File: config.mk
export PLATFORM = sky130hd
export DESIGN_NAME = sbus_frame_receiver
export DESIGN_NICKNAME = d
export VERILOG_FILES = /design/src/hdl/sbus_pkg.sv /design/src/hdl/sbus_front.sv /design/src/hdl/sbus_queue.sv /design/src/hdl/sbus_back.sv /design/src/hdl/sbus_frame_receiver.sv
export VERILOG_INCLUDE_DIRS = /design/src /design/src/hdl
export SDC_FILE = /design/constraint.sdc
export NUM_CORES = 1
export LEC_CHECK = 0
export BUFFER_PORTS_ARGS = -buffer_cell sky130_fd_sc_hd__buf_2
export CAP_MARGIN = 30
export CORE_ASPECT_RATIO = 1.25
export CORE_UTILIZATION = 60
export DETAILED_ROUTE_END_ITERATION = 8
export PLACE_DENSITY = 0.76
export SYNTH_ARGS = -nofsm -noshare
export SYNTH_HDL_FRONTEND = slang
export SYNTH_SLANG_ARGS = --single-unit
File: constraint.sdc
create_clock -name i_clk -period 7.3 [get_ports i_clk]
set_clock_uncertainty 0.2 [all_clocks]
set_input_delay 0.365 -clock i_clk [delete_from_list [all_inputs] [get_ports i_clk]]
set_output_delay 0.365 -clock i_clk [all_outputs]
set_load 0.02 [all_outputs]
File: src/hdl/assert_macros.svh
// Assertion macros for the files that check their own behavior.
`ifndef ASSERT_MACROS_SVH
`define ASSERT_MACROS_SVH

`ifndef SYNTH

// Checked on every rising clock edge while the block is out of reset.
`define SBUS_ASSERT(lbl, clk, rst_n, prop, msg) \
    lbl: assert property (@(posedge clk) disable iff (!rst_n) prop) else $error(msg);

// Checked on every rising clock edge, reset included.
`define SBUS_ASSERT_ALWAYS(lbl, clk, prop, msg) \
    lbl: assert property (@(posedge clk) prop) else $error(msg);

`else

`define SBUS_ASSERT(lbl, clk, rst_n, prop, msg)
`define SBUS_ASSERT_ALWAYS(lbl, clk, prop, msg)

`endif

`endif

File: src/hdl/sbus_pkg.sv
// Shared types and constants of the SBUS frame receiver.
`timescale 1ns / 1ps
`default_nettype none

package sbus_pkg;

    // Frame layout: header, 22 data bytes, flag byte, footer.
    localparam int FRAME_BYTES = 25;
    localparam int STORE_BYTES = FRAME_BYTES - 2;
    localparam int DATA_BYTES  = STORE_BYTES - 1;
    localparam int STORE_W     = STORE_BYTES * 8;
    localparam int DATA_W      = DATA_BYTES * 8;
    localparam int POS_W       = 5;
    localparam logic [POS_W-1:0] FOOTER_POS = POS_W'(FRAME_BYTES - 1);

    // Channels per good frame.
    localparam int NUM_PROP  = 16;
    localparam int NUM_CH    = 18;
    localparam int CH_W      = 5;
    localparam int CH_BITS   = 11;
    localparam int OFF_W     = 8;
    localparam logic [CH_W-1:0] CH_FLAG0 = CH_W'(NUM_PROP);
    localparam logic [CH_W-1:0] CH_FLAG1 = CH_W'(NUM_PROP + 1);
    localparam logic [CH_BITS-1:0] CH_MASK = 11'h7FF;

    // Footer nibble mask.
    localparam logic [7:0] NIBBLE_MASK = 8'h0F;

    // Configuration register indexes.
    localparam int CFG_IDX_W = 2;
    localparam logic [CFG_IDX_W-1:0] CFG_HEADER = 2'd0;
    localparam logic [CFG_IDX_W-1:0] CFG_FOOTER = 2'd1;
    localparam logic [CFG_IDX_W-1:0] CFG_NIBBLE = 2'd2;

    // Reset values of the configuration registers.
    localparam logic [7:0] HEADER_RST = 8'd15;
    localparam logic [7:0] FOOTER_RST = 8'd0;
    localparam logic [3:0] NIBBLE_RST = 4'd4;

    // Frame queue between the deframer and the channel unpacker.
    localparam int QDEPTH = 4;
    localparam int QPTR_W = 2;
    localparam int QCNT_W = 3;

    // Result status codes.
    typedef enum logic [1:0] {
        ST_CHANNEL = 2'd0,
        ST_HDR_ERR = 2'd1,
        ST_FTR_ERR = 2'd2
    } t_status;

    // One queued job: a good frame or an error word.
    typedef struct packed {
        t_status             status;
        logic [STORE_W-1:0]  frame;
    } t_entry;

    // Queue status seen by both sides.
    typedef struct packed {
        logic full;
        logic empty;
    } t_qstat;

endpackage

`default_nettype wire

File: src/hdl/sbus_front.sv
// Deframer: configuration registers, byte position, frame shift line and footer check.
`timescale 1ns / 1ps
`default_nettype none

module sbus_front (
    input  wire logic                            i_clk,
    input  wire logic                            i_rst_n,
    input  wire logic                            i_cfg_we,
    input  wire logic [sbus_pkg::CFG_IDX_W-1:0]  i_cfg_idx,
    input  wire logic [7:0]                      i_cfg_data,
    input  wire logic                            i_accept,
    input  wire logic [7:0]                      i_rx_byte,
    output      logic                            o_qpush,
    output      sbus_pkg::t_entry                o_entry
);

    logic [7:0]                      r_header;
    logic [7:0]                      r_footer;
    logic [3:0]                      r_nibble;
    logic [sbus_pkg::POS_W-1:0]      r_pos;
    logic [sbus_pkg::POS_W-1:0]      n_pos;
    logic [sbus_pkg::STORE_W-1:0]    r_shift;
    logic                            footer_ok;
    logic                            is_footer;

    // Configuration registers; writes beyond the list are dropped.
    always_ff @(posedge i_clk) begin
        if (!i_rst_n) begin
            r_header <= sbus_pkg::HEADER_RST;
            r_footer <= sbus_pkg::FOOTER_RST;
            r_nibble <= sbus_pkg::NIBBLE_RST;
        end else if (i_cfg_we) begin
            case (i_cfg_idx)
                sbus_pkg::CFG_HEADER: r_header <= i_cfg_data;
                sbus_pkg::CFG_FOOTER: r_footer <= i_cfg_data;
                sbus_pkg::CFG_NIBBLE: r_nibble <= i_cfg_data[3:0];
                default: ;
            endcase
        end
    end

    assign is_footer = (r_pos >= sbus_pkg::FOOTER_POS);
    assign footer_ok = (i_rx_byte == r_footer) ||
                       ((i_rx_byte & sbus_pkg::NIBBLE_MASK) == {4'd0, r_nibble});

    // Byte position and queue write for each accepted word.
    always_comb begin
        n_pos          = r_pos;
        o_qpush        = 1'b0;
        o_entry.status = sbus_pkg::ST_CHANNEL;
        o_entry.frame  = r_shift;
        if (i_accept) begin
            if (r_pos == '0) begin
                if (i_rx_byte != r_header) begin
                    o_qpush        = 1'b1;
                    o_entry.status = sbus_pkg::ST_HDR_ERR;
                end else begin
                    n_pos = sbus_pkg::POS_W'(1);
                end
            end else if (!is_footer) begin
                n_pos = r_pos + sbus_pkg::POS_W'(1);
            end else begin
                n_pos          = '0;
                o_qpush        = 1'b1;
                o_entry.status = footer_ok ? sbus_pkg::ST_CHANNEL : sbus_pkg::ST_FTR_ERR;
            end
        end
    end

    always_ff @(posedge i_clk) begin
        if (!i_rst_n) begin
            r_pos <= '0;
        end else begin
            r_pos <= n_pos;
        end
    end

    // Body bytes shift in from the top; after 23 bytes the first sits at the bottom.
    always_ff @(posedge i_clk) begin
        if (i_accept && (r_pos != '0) && !is_footer) begin
            r_shift <= {i_rx_byte, r_shift[sbus_pkg::STORE_W-1:8]};
        end
    end

endmodule

`default_nettype wire

File: src/hdl/sbus_queue.sv
// Short queue of frame jobs between the deframer and the channel unpacker.
`timescale 1ns / 1ps
`default_nettype none

module sbus_queue (
    input  wire logic              i_clk,
    input  wire logic              i_rst_n,
    input  wire logic              i_push,
    input  wire sbus_pkg::t_entry  i_entry,
    input  wire logic              i_pop,
    output sbus_pkg::t_entry       o_head,
    output sbus_pkg::t_qstat       o_stat
);

    sbus_pkg::t_entry                r_mem [sbus_pkg::QDEPTH];
    logic [sbus_pkg::QPTR_W-1:0]     r_wr;
    logic [sbus_pkg::QPTR_W-1:0]     r_rd;
    logic [sbus_pkg::QCNT_W-1:0]     r_cnt;
    logic                            do_push;
    logic                            do_pop;

    assign o_stat.full  = (r_cnt == sbus_pkg::QCNT_W'(sbus_pkg::QDEPTH));
    assign o_stat.empty = (r_cnt == '0);
    assign do_push      = i_push && !o_stat.full;
    assign do_pop       = i_pop && !o_stat.empty;
    assign o_head       = r_mem[r_rd];

    // Pointers and fill count.
    always_ff @(posedge i_clk) begin
        if (!i_rst_n) begin
            r_wr  <= '0;
            r_rd  <= '0;
            r_cnt <= '0;
        end else begin
            if (do_push) begin
                r_wr <= r_wr + sbus_pkg::QPTR_W'(1);
            end
            if (do_pop) begin
                r_rd <= r_rd + sbus_pkg::QPTR_W'(1);
            end
            if (do_push && !do_pop) begin
                r_cnt <= r_cnt + sbus_pkg::QCNT_W'(1);
            end else if (do_pop && !do_push) begin
                r_cnt <= r_cnt - sbus_pkg::QCNT_W'(1);
            end
        end
    end

    // Entry storage.
    always_ff @(posedge i_clk) begin
        if (do_push) begin
            r_mem[r_wr] <= i_entry;
        end
    end

endmodule

`default_nettype wire

File: src/hdl/sbus_back.sv
// Channel unpacker: walks the head job and presents one result word at a time.
`timescale 1ns / 1ps
`default_nettype none

module sbus_back (
    input  wire logic                             i_clk,
    input  wire logic                             i_rst_n,
    input  wire sbus_pkg::t_entry                 i_head,
    input  wire logic                             i_qempty,
    input  wire logic                             i_pop,
    output      logic                             o_qpop,
    output      logic [1:0]                       o_status,
    output      logic [sbus_pkg::CH_W-1:0]        o_channel_index,
    output      logic [sbus_pkg::CH_BITS-1:0]     o_channel_value,
    output      logic                             o_last
);

    logic [sbus_pkg::CH_W-1:0]       r_ch;
    logic [sbus_pkg::OFF_W-1:0]      bit_off;
    logic [sbus_pkg::DATA_W-1:0]     data_bits;
    logic [7:0]                      flags;
    logic                            taken;

    assign data_bits = i_head.frame[sbus_pkg::DATA_W-1:0];
    assign flags     = i_head.frame[sbus_pkg::STORE_W-1:sbus_pkg::DATA_W];
    assign bit_off   = sbus_pkg::OFF_W'(r_ch[3:0]) * sbus_pkg::OFF_W'(sbus_pkg::CH_BITS);
    assign taken     = i_pop && !i_qempty;

    // Result word for the current channel of the head job.
    always_comb begin
        o_status        = i_head.status;
        o_channel_index = '0;
        o_channel_value = '0;
        o_last          = 1'b1;
        if (i_head.status == sbus_pkg::ST_CHANNEL) begin
            o_channel_index = r_ch;
            o_last          = (r_ch == sbus_pkg::CH_FLAG1);
            if (r_ch == sbus_pkg::CH_FLAG0) begin
                o_channel_value = {10'd0, flags[0]};
            end else if (r_ch == sbus_pkg::CH_FLAG1) begin
                o_channel_value = {9'd0, flags[1], 1'b0};
            end else begin
                o_channel_value = data_bits[bit_off +: sbus_pkg::CH_BITS] & sbus_pkg::CH_MASK;
            end
        end
    end

    // The job leaves the queue with its last word.
    assign o_qpop = taken && o_last;

    always_ff @(posedge i_clk) begin
        if (!i_rst_n) begin
            r_ch <= '0;
        end else if (taken) begin
            r_ch <= o_last ? '0 : r_ch + sbus_pkg::CH_W'(1);
        end
    end

endmodule

`default_nettype wire

File: src/hdl/sbus_frame_receiver.sv
// Top level of the SBUS frame receiver: deframer, job queue and channel unpacker.
//
//  channel   direction  handshake           words
//  input     in         i_push / o_full     i_rx_byte
//  result    out        o_empty / i_pop     o_status, o_channel_index, o_channel_value, o_last
//  config    in         i_cfg_we            i_cfg_idx, i_cfg_data
//
// One byte is taken every cycle unless the four-entry job queue is full.
// A good frame drains as 18 result words, one per cycle while i_pop is held, set by the
// unpacker's channel counter; an error drains as a single word.
// A frame's first result reaches the ports once its job is at the head of the queue.
// Reset is synchronous and clears the byte position, queue and channel counter.
`timescale 1ns / 1ps
`default_nettype none
`include "assert_macros.svh"

module sbus_frame_receiver (
    input  wire logic                             i_clk,
    input  wire logic                             i_rst_n,
    input  wire logic                             i_push,
    output      logic                             o_full,
    input  wire logic [7:0]                       i_rx_byte,
    output      logic                             o_empty,
    input  wire logic                             i_pop,
    output      logic [1:0]                       o_status,
    output      logic [sbus_pkg::CH_W-1:0]        o_channel_index,
    output      logic [sbus_pkg::CH_BITS-1:0]     o_channel_value,
    output      logic                             o_last,
    input  wire logic                             i_cfg_we,
    input  wire logic [sbus_pkg::CFG_IDX_W-1:0]   i_cfg_idx,
    input  wire logic [7:0]                       i_cfg_data
);

    sbus_pkg::t_entry   entry;
    sbus_pkg::t_entry   head;
    sbus_pkg::t_qstat   qstat;
    logic               qpush;
    logic               qpop;
    logic               accept;

    assign o_full  = qstat.full;
    assign o_empty = qstat.empty;
    assign accept  = i_push && !qstat.full;

    sbus_front u_front (
        .i_clk      (i_clk),
        .i_rst_n    (i_rst_n),
        .i_cfg_we   (i_cfg_we),
        .i_cfg_idx  (i_cfg_idx),
        .i_cfg_data (i_cfg_data),
        .i_accept   (accept),
        .i_rx_byte  (i_rx_byte),
        .o_qpush    (qpush),
        .o_entry    (entry)
    );

    sbus_queue u_queue (
        .i_clk   (i_clk),
        .i_rst_n (i_rst_n),
        .i_push  (qpush),
        .i_entry (entry),
        .i_pop   (qpop),
        .o_head  (head),
        .o_stat  (qstat)
    );

    sbus_back u_back (
        .i_clk           (i_clk),
        .i_rst_n         (i_rst_n),
        .i_head          (head),
        .i_qempty        (qstat.empty),
        .i_pop           (i_pop),
        .o_qpop          (qpop),
        .o_status        (o_status),
        .o_channel_index (o_channel_index),
        .o_channel_value (o_channel_value),
        .o_last          (o_last)
    );

    // The queue is never full and empty at once.
    `SBUS_ASSERT(a_qstat_excl, i_clk, i_rst_n, !(qstat.full && qstat.empty), "queue full and empty")

    // A channel word that closes a job is always the second flag channel.
    `SBUS_ASSERT(a_last_is_flag1, i_clk, i_rst_n, (!o_empty && o_status == sbus_pkg::ST_CHANNEL && o_last) |-> (o_channel_index == sbus_pkg::CH_FLAG1), "last word not on channel 17")

    // Error words close their job and carry channel zero.
    `SBUS_ASSERT(a_err_single, i_clk, i_rst_n, (!o_empty && o_status != sbus_pkg::ST_CHANNEL) |-> (o_last && o_channel_index == '0), "error word malformed")

    // Taking a word that is not last moves on to the next channel of the same job.
    `SBUS_ASSERT(a_ch_step, i_clk, i_rst_n, (!o_empty && i_pop && !o_last) |=> (!o_empty && o_channel_index == $past(o_channel_index) + 5'd1), "channel sequence broken")

endmodule

`default_nettype wire
==> results of run 1 <==
cell families after synthesis:
group	synth area share, %
muxes	14.1
adders and majority gates	0.415
and+or+nand+nor	2.70
xor gates and xnor gates	0.700
DFF	79.8
AOI/OAI and AO/OA	1.18
buffers and inverters	1.15
stage by stage:
stage	util [%]	std cells	cell area, sq um	total power [mW]	hold WS (ns)
final	67.8	2486	38900	13.0	0.0804
after global routing	67.8	2486	38900	13.4	0.0947
after CTS	67.8	2486	38900	13.1	0.0511
after detailed placement	62.9	2315	36100	8.86	0.205
after global placement	62.9	2315	36100	8.81	0.209
after floorplan	-	1565	35000	8.30	0.200
path summary, 6_finish.rpt:
kind                                       start                               end  slack, ns  cells after the start
setup / recovery                        register                o_channel_value[7]       2.53                      6
hold reg to reg   u_front.r_shift[178]$_DFFE_PP_    u_front.r_shift[170]$_DFFE_PP_       0.22                      0
hold / removal                      i_cfg_idx[1]  u_front.r_header[3]$_SDFFE_PN1P_       0.08                      5
setup reg to reg   u_front.r_pos[0]$_SDFFE_PN0P_    u_queue.r_mem[1][90]$_DFFE_PP_       3.16                      7
final cells by class:
| cell class | instances | area, sq um | area share, % |
|---|---|---|---|
| clock inverters | 52 | 369 | 0.948 |
| repair buffers | 86 | 661 | 1.70 |
| well taps | 750 | 938 | 2.41 |
| multi-input cells | 544 | 6690 | 17.2 |
| clock buffers | 100 | 2280 | 5.85 |
| inverters | 11 | 48.8 | 0.125 |
| flip-flops and latches | 943 | 27900 | 71.8 |
synthesized netlist by cell type (20+ instances only):
library cell | number | area (sq um)
dfxtp_1 | 39 | 781
nand3_1 | 27 | 135
mux4_2 | 195 | 4390
nand2_1 | 65 | 244
buf_2 | 24 | 120
xnor2_1 | 22 | 193
mux2i_1 | 51 | 510
edfxtp_1 | 904 | 27100
nor2b_1 | 23 | 144
nor2_1 | 26 | 97.6
clkbuf_1 | 20 | 75.1
critical path, delay by kind of cell, from the launching register on:
kind / cells / cell delay (ns)
DFF: 1 / 0.86
buffers and inverters: 2 / 0.95
AOI/OAI and AO/OA: 1 / 0.25
muxes: 3 / 1.45
layer usage:
layer	vias to the layer above	GRT usage (%)
met3	141	3.67
met1	8419	33.1
met5	-	0
met2	772	42.5
met4	2	10.7
li1	6671	-
timing repair:
item,CTS,global route
setup buffers,0,0
hold endpoints to repair,29,0
hold buffers,19,0
registers in the layout, summed over array words and instances (netlist names), named ones only:
register and count:
u_front.r_header 8, u_queue.r_wr 2, u_front.r_pos 5, u_front.r_shift 184, u_front.r_footer 8, u_front.r_nibble 4
u_back.r_ch 5, u_queue.r_cnt 3, u_queue.r_mem 720, u_queue.r_rd 2
power groups by stage:
stage,sequential [mW],clock (mW),combinational [mW]
floorplan,6.62,0,1.69
global placement,6.60,0,2.21
detailed placement,6.63,0,2.23
CTS,6.54,4.32,2.27
global route,6.56,4.50,2.37
finish,6.53,4.26,2.24
==> impl_metrics.toml, run 1 <==
[outcome]
outcome = "complete, no violations"

[detailed_routing]
met3RoutedLength_mm = 4.69
topRoutingLayerUsed = "met5"
detail-route-antenna-nets = 0
wl_per_cell_microns = 29.1
drt-total-wl_mm = 72.3
routed-via-count = 16000
met2_length_mm = 38.1
post_drt_via_cell_ratio = 6.44
first_iter_violations = 1800
met1Wirelength_mm = 26.7
firstDrtPassIters = 6
remaining_drc_errors = 0

[yosys]
summed_instance_area_of_the_synthesized_netlist_sq_mm = 0.0350
syn-num-nets = 1599
synth-seq-cells = 943
synthArstFlopShare_pct = 0
yosysWarningCount = 0
synth_sequential_area_ratio_pct = 79.8
synth.distinct_cells = 50
synth_enable_flop_cells = 904
per_instance_average_area_after_synthesis_sq_um = 22.4
synth_cells = 1565
synth_flop_cell = "edfxtp_1"

[critical_path]
slowest_delay_ns = 0.86
critPathMaxFanout = 39
worst_path_most_repeated_cell = "mux4_2"
worstPathRequired_ns = 6.73
crit_type = "register to output pin"
startpoint_type = "register"
crit_arrival_ns = 4.20
crit_chain = "buf_4, mux4_2, mux4_2, mux2i_1, o22ai_1, buf_2"
critPathSlowestCell = "dfxtp_4"
worst_setup_path_end_kind = "output pin"

[clock_network]
clkSlewWorstSetupHoldPaths_ns = 0.06
clockRootBuffer = "clkbuf_16"
cts_made_buffers = 85
cts-htree-levels = 3
cts_max_path_buffers = 3
clk_latency_ns = 0.63
tritoncts_num_sinks = 943
tritoncts = "done"
cts_resized = 0

[cells_and_area]
insertedDiodeCount = 0
nNetsFinal = 1705
mostFrequentLayoutCells = "edfxtp_1, mux4_2, clkbuf_16, nand2_1, mux2i_1"
fillers = 3427
drive_above_1_share_pct = 23.0
syn_to_final_growth_pct = 11.2
most_common_cell_after_layout_fill_and_taps_aside = "edfxtp_1"

[timing]
final-hold-violation-count = 0
post-route-worst-setup-slack_ns = 2.53
endpoints_failing_setup = 0
finalMaxSlewViolations = 0
timing_worst_slew_pin_value_ns = 1.03
fmaxAchievable_ghz = 0.210
layout_worst_path_cycle_share_pct = 65.3
max_slew_margin_pct = 31.6
setup_total_negative_slack_ns = 0
rsz0062_at_grt = "no"
final_period_minus_worst_setup_slack_ns = 4.77

[power]
total_leakage_power_nw = 12.3
netSwitchingPower_mw = 3.31
power_density_mw_per_mm2 = 335
switching_share_pct = 25.4
share_of_power_burned_in_combinational_logic_pct = 17.2
internal_power_mw = 9.73
pwr-share-seq_pct = 50.1
clk_network_pwr_share_pct = 32.7
max-vdd-ir-drop_mv = 0.215

[floorplanning]
floorplan.die.height_microns = 272
initial_utilization_pct = 61.0
design.core.area_sq_mm = 0.0574
die_w_microns = 218
rows = 98
floorplan.io_pins = 44
fp.dieArea_sq_mm = 0.0593

[global_route]
number_of_antenna_violations_at_the_first_check_in_global_routing = 1
track_usage_pct = 25.2
grt_first_pass_wirelength_mm = 107
grt-ovfl-total = 0
number_of_global_route_vias_before_repair = 16500
maximum_number_of_pins_on_one_net_before_global_route_repair = 139

[place]
dp_slack_ns = 3.14
port-buffer-count = 43
dp_hpwl_mm = 38.4
gp_congestion = 0.780

[worst_hold_path]
worstHoldPathType = "primary input to register"

[flow_run]
max-cap-violations = 0
Note: power is estimated with default switching activity, not from simulation.
==> run 2: changes to the inputs <==
clock period = 4.8 ns   (was 7.3 ns; I/O delays follow)
==> run 2 against run 1 <==
Net effect:
- critical path type unchanged
- highest routed layer is now met4
- combinational power grew 61%
- critical path depth rose by 2
- flip-flop and latch count is the same
- register-to-register slack got worse by 2.3 ns
- total power grew 56%
==> impl_metrics.toml, run 2 (synthesis gave the netlist of run 1 again) <==
[clock_network]
cts_made_buffers = 84
clkSlewWorstSetupHoldPaths_ns = 0.06
post-cts-setup-buffers = 0
tritoncts = "done"
clk_latency_ns = 0.63
cts-htree-levels = 3
cts_max_path_buffers = 3
tritoncts_num_sinks = 943
clockRootBuffer = "clkbuf_16"

[power]
max-vdd-ir-drop_mv = 0.486
total_power_mw = 20.3
total_leakage_power_nw = 12.5
power_density_mw_per_mm2 = 514

[cells_and_area]
finish.utilization_pct = 68.8
most_common_cell_after_layout_fill_and_taps_aside = "edfxtp_1"
largest_register_ffs = 720
top_regs = "u_queue.r_mem: 720 flops, u_front.r_shift: 184 flops"
syn_to_final_growth_pct = 12.8
fillers = 3352
largest_register = "u_queue.r_mem"
nNetsFinal = 1736
insertedDiodeCount = 0
stdcell_area_sq_mm = 0.0395
drive_above_1_share_pct = 23.4
mostFrequentLayoutCells = "edfxtp_1, mux4_2, clkbuf_16, nand2_1, mux2i_1"

[global_route]
number_of_global_route_vias_before_repair = 16900
grt_first_pass_wirelength_mm = 108
maximum_number_of_pins_on_one_net_before_global_route_repair = 149
track_usage_pct = 25.4
grt-ovfl-total = 0
number_of_antenna_violations_at_the_first_check_in_global_routing = 0

[floorplanning]
floorplan.io_pins = 44
rows = 98
design.core.area_sq_mm = 0.0574
initial_utilization_pct = 61.0
die_w_microns = 218
fp.dieArea_sq_mm = 0.0593
floorplan.die.height_microns = 272

[timing]
max_slew_margin_pct = 31.6
timing.hold.ws_ns = 0.183
layout_worst_path_cycle_share_pct = 82.3
endpoints_failing_setup = 0
fmaxAchievable_ghz = 0.253
timing_worst_slew_pin_value_ns = 1.03
final-hold-violation-count = 0
final_period_minus_worst_setup_slack_ns = 3.95
finalMaxSlewViolations = 0
setup_total_negative_slack_ns = 0
rsz0062_at_grt = "no"

[detailed_routing]
detail-route-antenna-nets = 0
remaining_drc_errors = 0
post_drt_via_cell_ratio = 6.45
first_iter_violations = 1820
routed-via-count = 16300
firstDrtPassIters = 6
drt-total-wl_mm = 73.0
wl_per_cell_microns = 28.9

[critical_path]
worst_setup_path_end_kind = "output pin"
slowest_delay_ns = 0.71
crit_arrival_ns = 3.51
worst_path_most_repeated_cell = "nand2_1"
startpoint_type = "register"
ff2ff_setup_slack_ns = 0.89
crit_chain = "buf_4, mux4_2, nand2_1, nand2_1, a31oi_1, nand4_1, o221a_1, buf_2"
critPathSlowestCell = "buf_4"
path_buf_inv = 2
critPathMaxFanout = 44
crit_type = "register to output pin"
cp_top_delay_family = "buffers and inverters"
worstPathRequired_ns = 4.36

[flow_run]
max-cap-violations = 0

[outcome]
outcome = "complete, no violations"

[worst_hold_path]
worstHoldPathType = "primary input to register"

[place]
gp_congestion = 0.793
post_placement_cell_area_sq_mm = 0.0364
port-buffer-count = 43
dp_hpwl_mm = 41.2
## run 2: what timing repair did
| action | CTS | global route |
|---|---|---|
| hold endpoints to repair | 54 | 0 |
| gates resized for setup | 0 | 0 |
| hold buffers | 33 | 0 |
## run 2: through the flow
step / setup slack (ns) / std cells
2_1_floorplan: 0.111 / 1565
3_5_place_dp: 1.05 / 2333
5_1_grt: 0.639 / 2521
4_1_cts: 0.773 / 2521
6_report: 0.848 / 2521
3_3_place_gp: 1.37 / 2333
## run 2: layout make-up
| class | count | area, sq um | area share [%] |
|---|---|---|---|
| flip-flops and latches | 943 | 27900 | 70.8 |
| inverters | 11 | 45.0 | 0.114 |
| clock buffers | 104 | 2220 | 5.62 |
| repair buffers | 118 | 1070 | 2.72 |
| well taps | 750 | 938 | 2.38 |
| multi-input cells | 544 | 6700 | 17.0 |
| clock inverters | 51 | 573 | 1.45 |
## run 2: where the power goes
part | switching [mW] | internal (mW) | total [mW]
clock | 2.89 | 3.94 | 6.83
combinational | 2.00 | 1.61 | 3.60
sequential | 0.192 | 9.65 | 9.84
total | 5.08 | 15.2 | 20.3
## run 2: worst register-to-register path: stages (launching register included)
cell	delay, ns
dfxtp_1	0.35
inv_1	0.10
ha_1	0.15
nor4b_1	0.57
o21ai_0	0.35
a21oi_1	0.58
and2_4	0.85
buf_4	0.43
## run 2: worst paths after layout
check / from / cells past startpoint / end
worst max register to register: u_front.r_pos[0]$_SDFFE_PN0P_ / 7 / u_queue.r_mem[0][77]$_DFFE_PP_
worst min register to register: u_front.r_shift[180]$_DFFE_PP_ / 0 / u_front.r_shift[172]$_DFFE_PP_
worst max-delay path: register / 8 / o_channel_value[1]
worst min-delay path: i_rx_byte[6] / 2 / u_front.r_shift[182]$_DFFE_PP_
## run 2: metal layers
metal | global-route usage (%) | vias up | share of wire, %
li1 | - | 6756 | -
met1 | 34.1 | 8631 | 38
met2 | 43.1 | 746 | 53
met3 | 3.04 | 126 | 6.2
met4 | 9.44 | 0 | 3.2
met5 | 0 | - | 0
==> run 3: changes to the inputs <==
CORE_UTILIZATION = 56   (was 60)
PLACE_DENSITY = 0.75   (was 0.76)
clock period = 3.5 ns   (was 4.8 ns; I/O delays follow)
==> run 3 against run 2 <==
Net effect:
- wire length grew 7.0%
- design area grew 2.7%
- sequential share of layout area down 1.8 points
- final cell count grew 5.2%
- hold slack got worse by 0.076 ns
- global-route usage is 0.36 points lower
- non-clock buffer count increased by 51
- count of clock-buffer cells in the layout rose by 14
- die area rose by 7.1%
- utilization is 3.3 points lower
- critical path depth shrank 1
- largest cell class unchanged
==> impl_metrics.toml, run 3 (synthesis gave the netlist of run 1 again) <==
[critical_path]
crit_type = "register to output pin"
reg2reg_to = "u_queue.r_cnt[2]$_SDFFE_PN0P_"
critPathMaxFanout = 7
worstPathRequired_ns = 3.12
rr_worst_depth = 12
crit_chain = "buf_16, buf_16, mux4_2, mux4_2, mux2i_4, o22ai_1, buf_2"
crit_arrival_ns = 3.10
ff2ff_setup_slack_ns = 0.12
worst_setup_path_end_kind = "output pin"
critPathSlowestCell = "mux4_2"
slowest_delay_ns = 0.55
startpoint_type = "register"

[power]
switching_share_pct = 25.7
total_power_mw = 28.8
internal_power_mw = 21.4
netSwitchingPower_mw = 7.40
clk_network_pwr_share_pct = 32.0
max-vdd-ir-drop_mv = 0.395
total_leakage_power_nw = 12.9
pwr-share-seq_pct = 47.1
share_of_power_burned_in_combinational_logic_pct = 20.9
power_density_mw_per_mm2 = 709

[timing]
final_period_minus_worst_setup_slack_ns = 3.48
setup_total_negative_slack_ns = 0
endpoints_failing_setup = 0
post-route-worst-setup-slack_ns = 0.0212
timing_worst_slew_pin_value_ns = 0.798
fmaxAchievable_ghz = 0.287
layout_worst_path_cycle_share_pct = 99.4
max_slew_margin_pct = 46.3
final-hold-violation-count = 0
rsz0062_at_grt = "yes"
finalMaxSlewViolations = 0

[worst_hold_path]
hold_path_startpoint = "i_rx_byte[6]"
timing.hold.worst_endpoint = "u_front.r_shift[182]$_DFFE_PP_"
hold_path_depth = 2
worstHoldPathType = "primary input to register"

[cells_and_area]
top_regs = "u_queue.r_mem: 720 flops, u_front.r_shift: 184 flops"
insertedDiodeCount = 0
most_common_cell_after_layout_fill_and_taps_aside = "edfxtp_1"
nNetsFinal = 1789
largest_register_ffs = 720
syn_to_final_growth_pct = 15.8
drive_above_1_share_pct = 26.4
largest_register = "u_queue.r_mem"
mostFrequentLayoutCells = "edfxtp_1, mux4_2, clkbuf_16, nand2_1, mux2i_1"

[clock_network]
clockRootBuffer = "clkbuf_16"
cts_made_buffers = 86
tritoncts_num_sinks = 943
cts_max_path_buffers = 3
cts-htree-levels = 3
clkSlewWorstSetupHoldPaths_ns = 0.06
tritoncts = "done"
clk_latency_ns = 0.63

[floorplanning]
rows = 102
fp.dieArea_sq_mm = 0.0635
design.core.area_sq_mm = 0.0619
floorplan.io_pins = 44
initial_utilization_pct = 56.6
die_w_microns = 226
floorplan.die.height_microns = 282

[detailed_routing]
detail-route-antenna-nets = 0
wl_per_cell_microns = 29.5
first_iter_violations = 1942
remaining_drc_errors = 0
firstDrtPassIters = 5
post_drt_via_cell_ratio = 6.27
routed-via-count = 16600
drt-total-wl_mm = 78.1

[global_route]
number_of_global_route_vias_before_repair = 17200
number_of_antenna_violations_at_the_first_check_in_global_routing = 2
met3_usage_in_global_routing_pct = 5.39
grt-ovfl-total = 0
use_met1_pct = 31.8
grtUsageMet2_pct = 41.9
grt_first_pass_wirelength_mm = 113
maximum_number_of_pins_on_one_net_before_global_route_repair = 63
track_usage_pct = 25.0
globalRoute.busiestLayer = "met2"

[place]
dp_hpwl_mm = 42.7
gp_congestion = 0.793
port-buffer-count = 43
dp_slack_ns = 0.199

[flow_run]
max-cap-violations = 0

[outcome]
outcome = "complete, no violations"
[run 3: cell types whose count changed in the layout (fill, tap and decap cells not counted), moves of 5 or more]
cell,previous run,this run
buf_4,25,45
mux2i_1,51,46
buf_16,0,13
clkinv_1,18,13
buf_12,17,30
clkbuf_1,17,28
[run 3: power groups by stage]
stage | combinational (mW) | clock (mW) | sequential, mW
2_1_floorplan | 3.54 | 0 | 13.6
3_3_place_gp | 5.11 | 0 | 13.7
3_5_place_dp | 5.15 | 0 | 13.7
4_1_cts | 5.84 | 9.25 | 13.5
5_1_grt | 6.31 | 9.72 | 13.6
6_report | 6.01 | 9.22 | 13.5
[run 3: critical path: cells and delay by family (launching register included)]
family | cells | cell delay [ns]
AO/OA/AOI/OAI | 1 | 0.12
multiplexers | 3 | 1.32
flip-flops | 1 | 0.45
buffers and inverters | 3 | 0.56
[run 3: what timing repair did]
item | in CTS | in global routing
hold buffers | 31 | 0
pin swaps | 2 | 2
hold endpoints to repair | 55 | 0
buffers inserted | 12 | 9
setup endpoints to repair | 11 | 9
gates resized for setup | 34 | 16
gates cloned | 8 | 1
[run 3: area by class of cell]
class                           count  area [sq um]
Clock buffer                      118          2330
Clock inverter                     35           388
Fill cell                        3740         21400
Inverter                           11          48.8
Multi-Input combinational cell    544          6830
Sequential cell                   943         27900
Tap cell                          832          1040
Timing Repair Buffer              169          1960
[run 3: metal layers]
layer  share of wire, %  wire length, microns
met1                 36                 28400
met5              0.017                    13
met2                 52                 40500
met3                8.2                  6440
met4                3.5                  2740
[run 3: metrics by stage]
stage | instances | area, sq um | hold WS, ns | util, %
6_report | 2652 | 40500 | 0.107 | 65.5
3_3_place_gp | 2438 | 36800 | 0.204 | 59.5
5_1_grt | 2652 | 40500 | 0.103 | 65.5
2_1_floorplan | 1565 | 35000 | 0.0739 | -
4_1_cts | 2642 | 40400 | 0.0828 | 65.2
3_5_place_dp | 2438 | 36800 | 0.205 | 59.5
[run 3: worst max path at each step]
stage	start	endpoint	cells past startpoint
floorplan	u_queue.r_cnt[1]$_SDFFE_PN0P_	u_front.r_pos[4]$_SDFFE_PN0P_	5
global placement	register	o_channel_value[7]	7
detailed placement	register	o_channel_value[0]	7
CTS	register	o_channel_value[10]	6
global route	register	o_channel_value[9]	8
finish	register	o_channel_value[7]	7
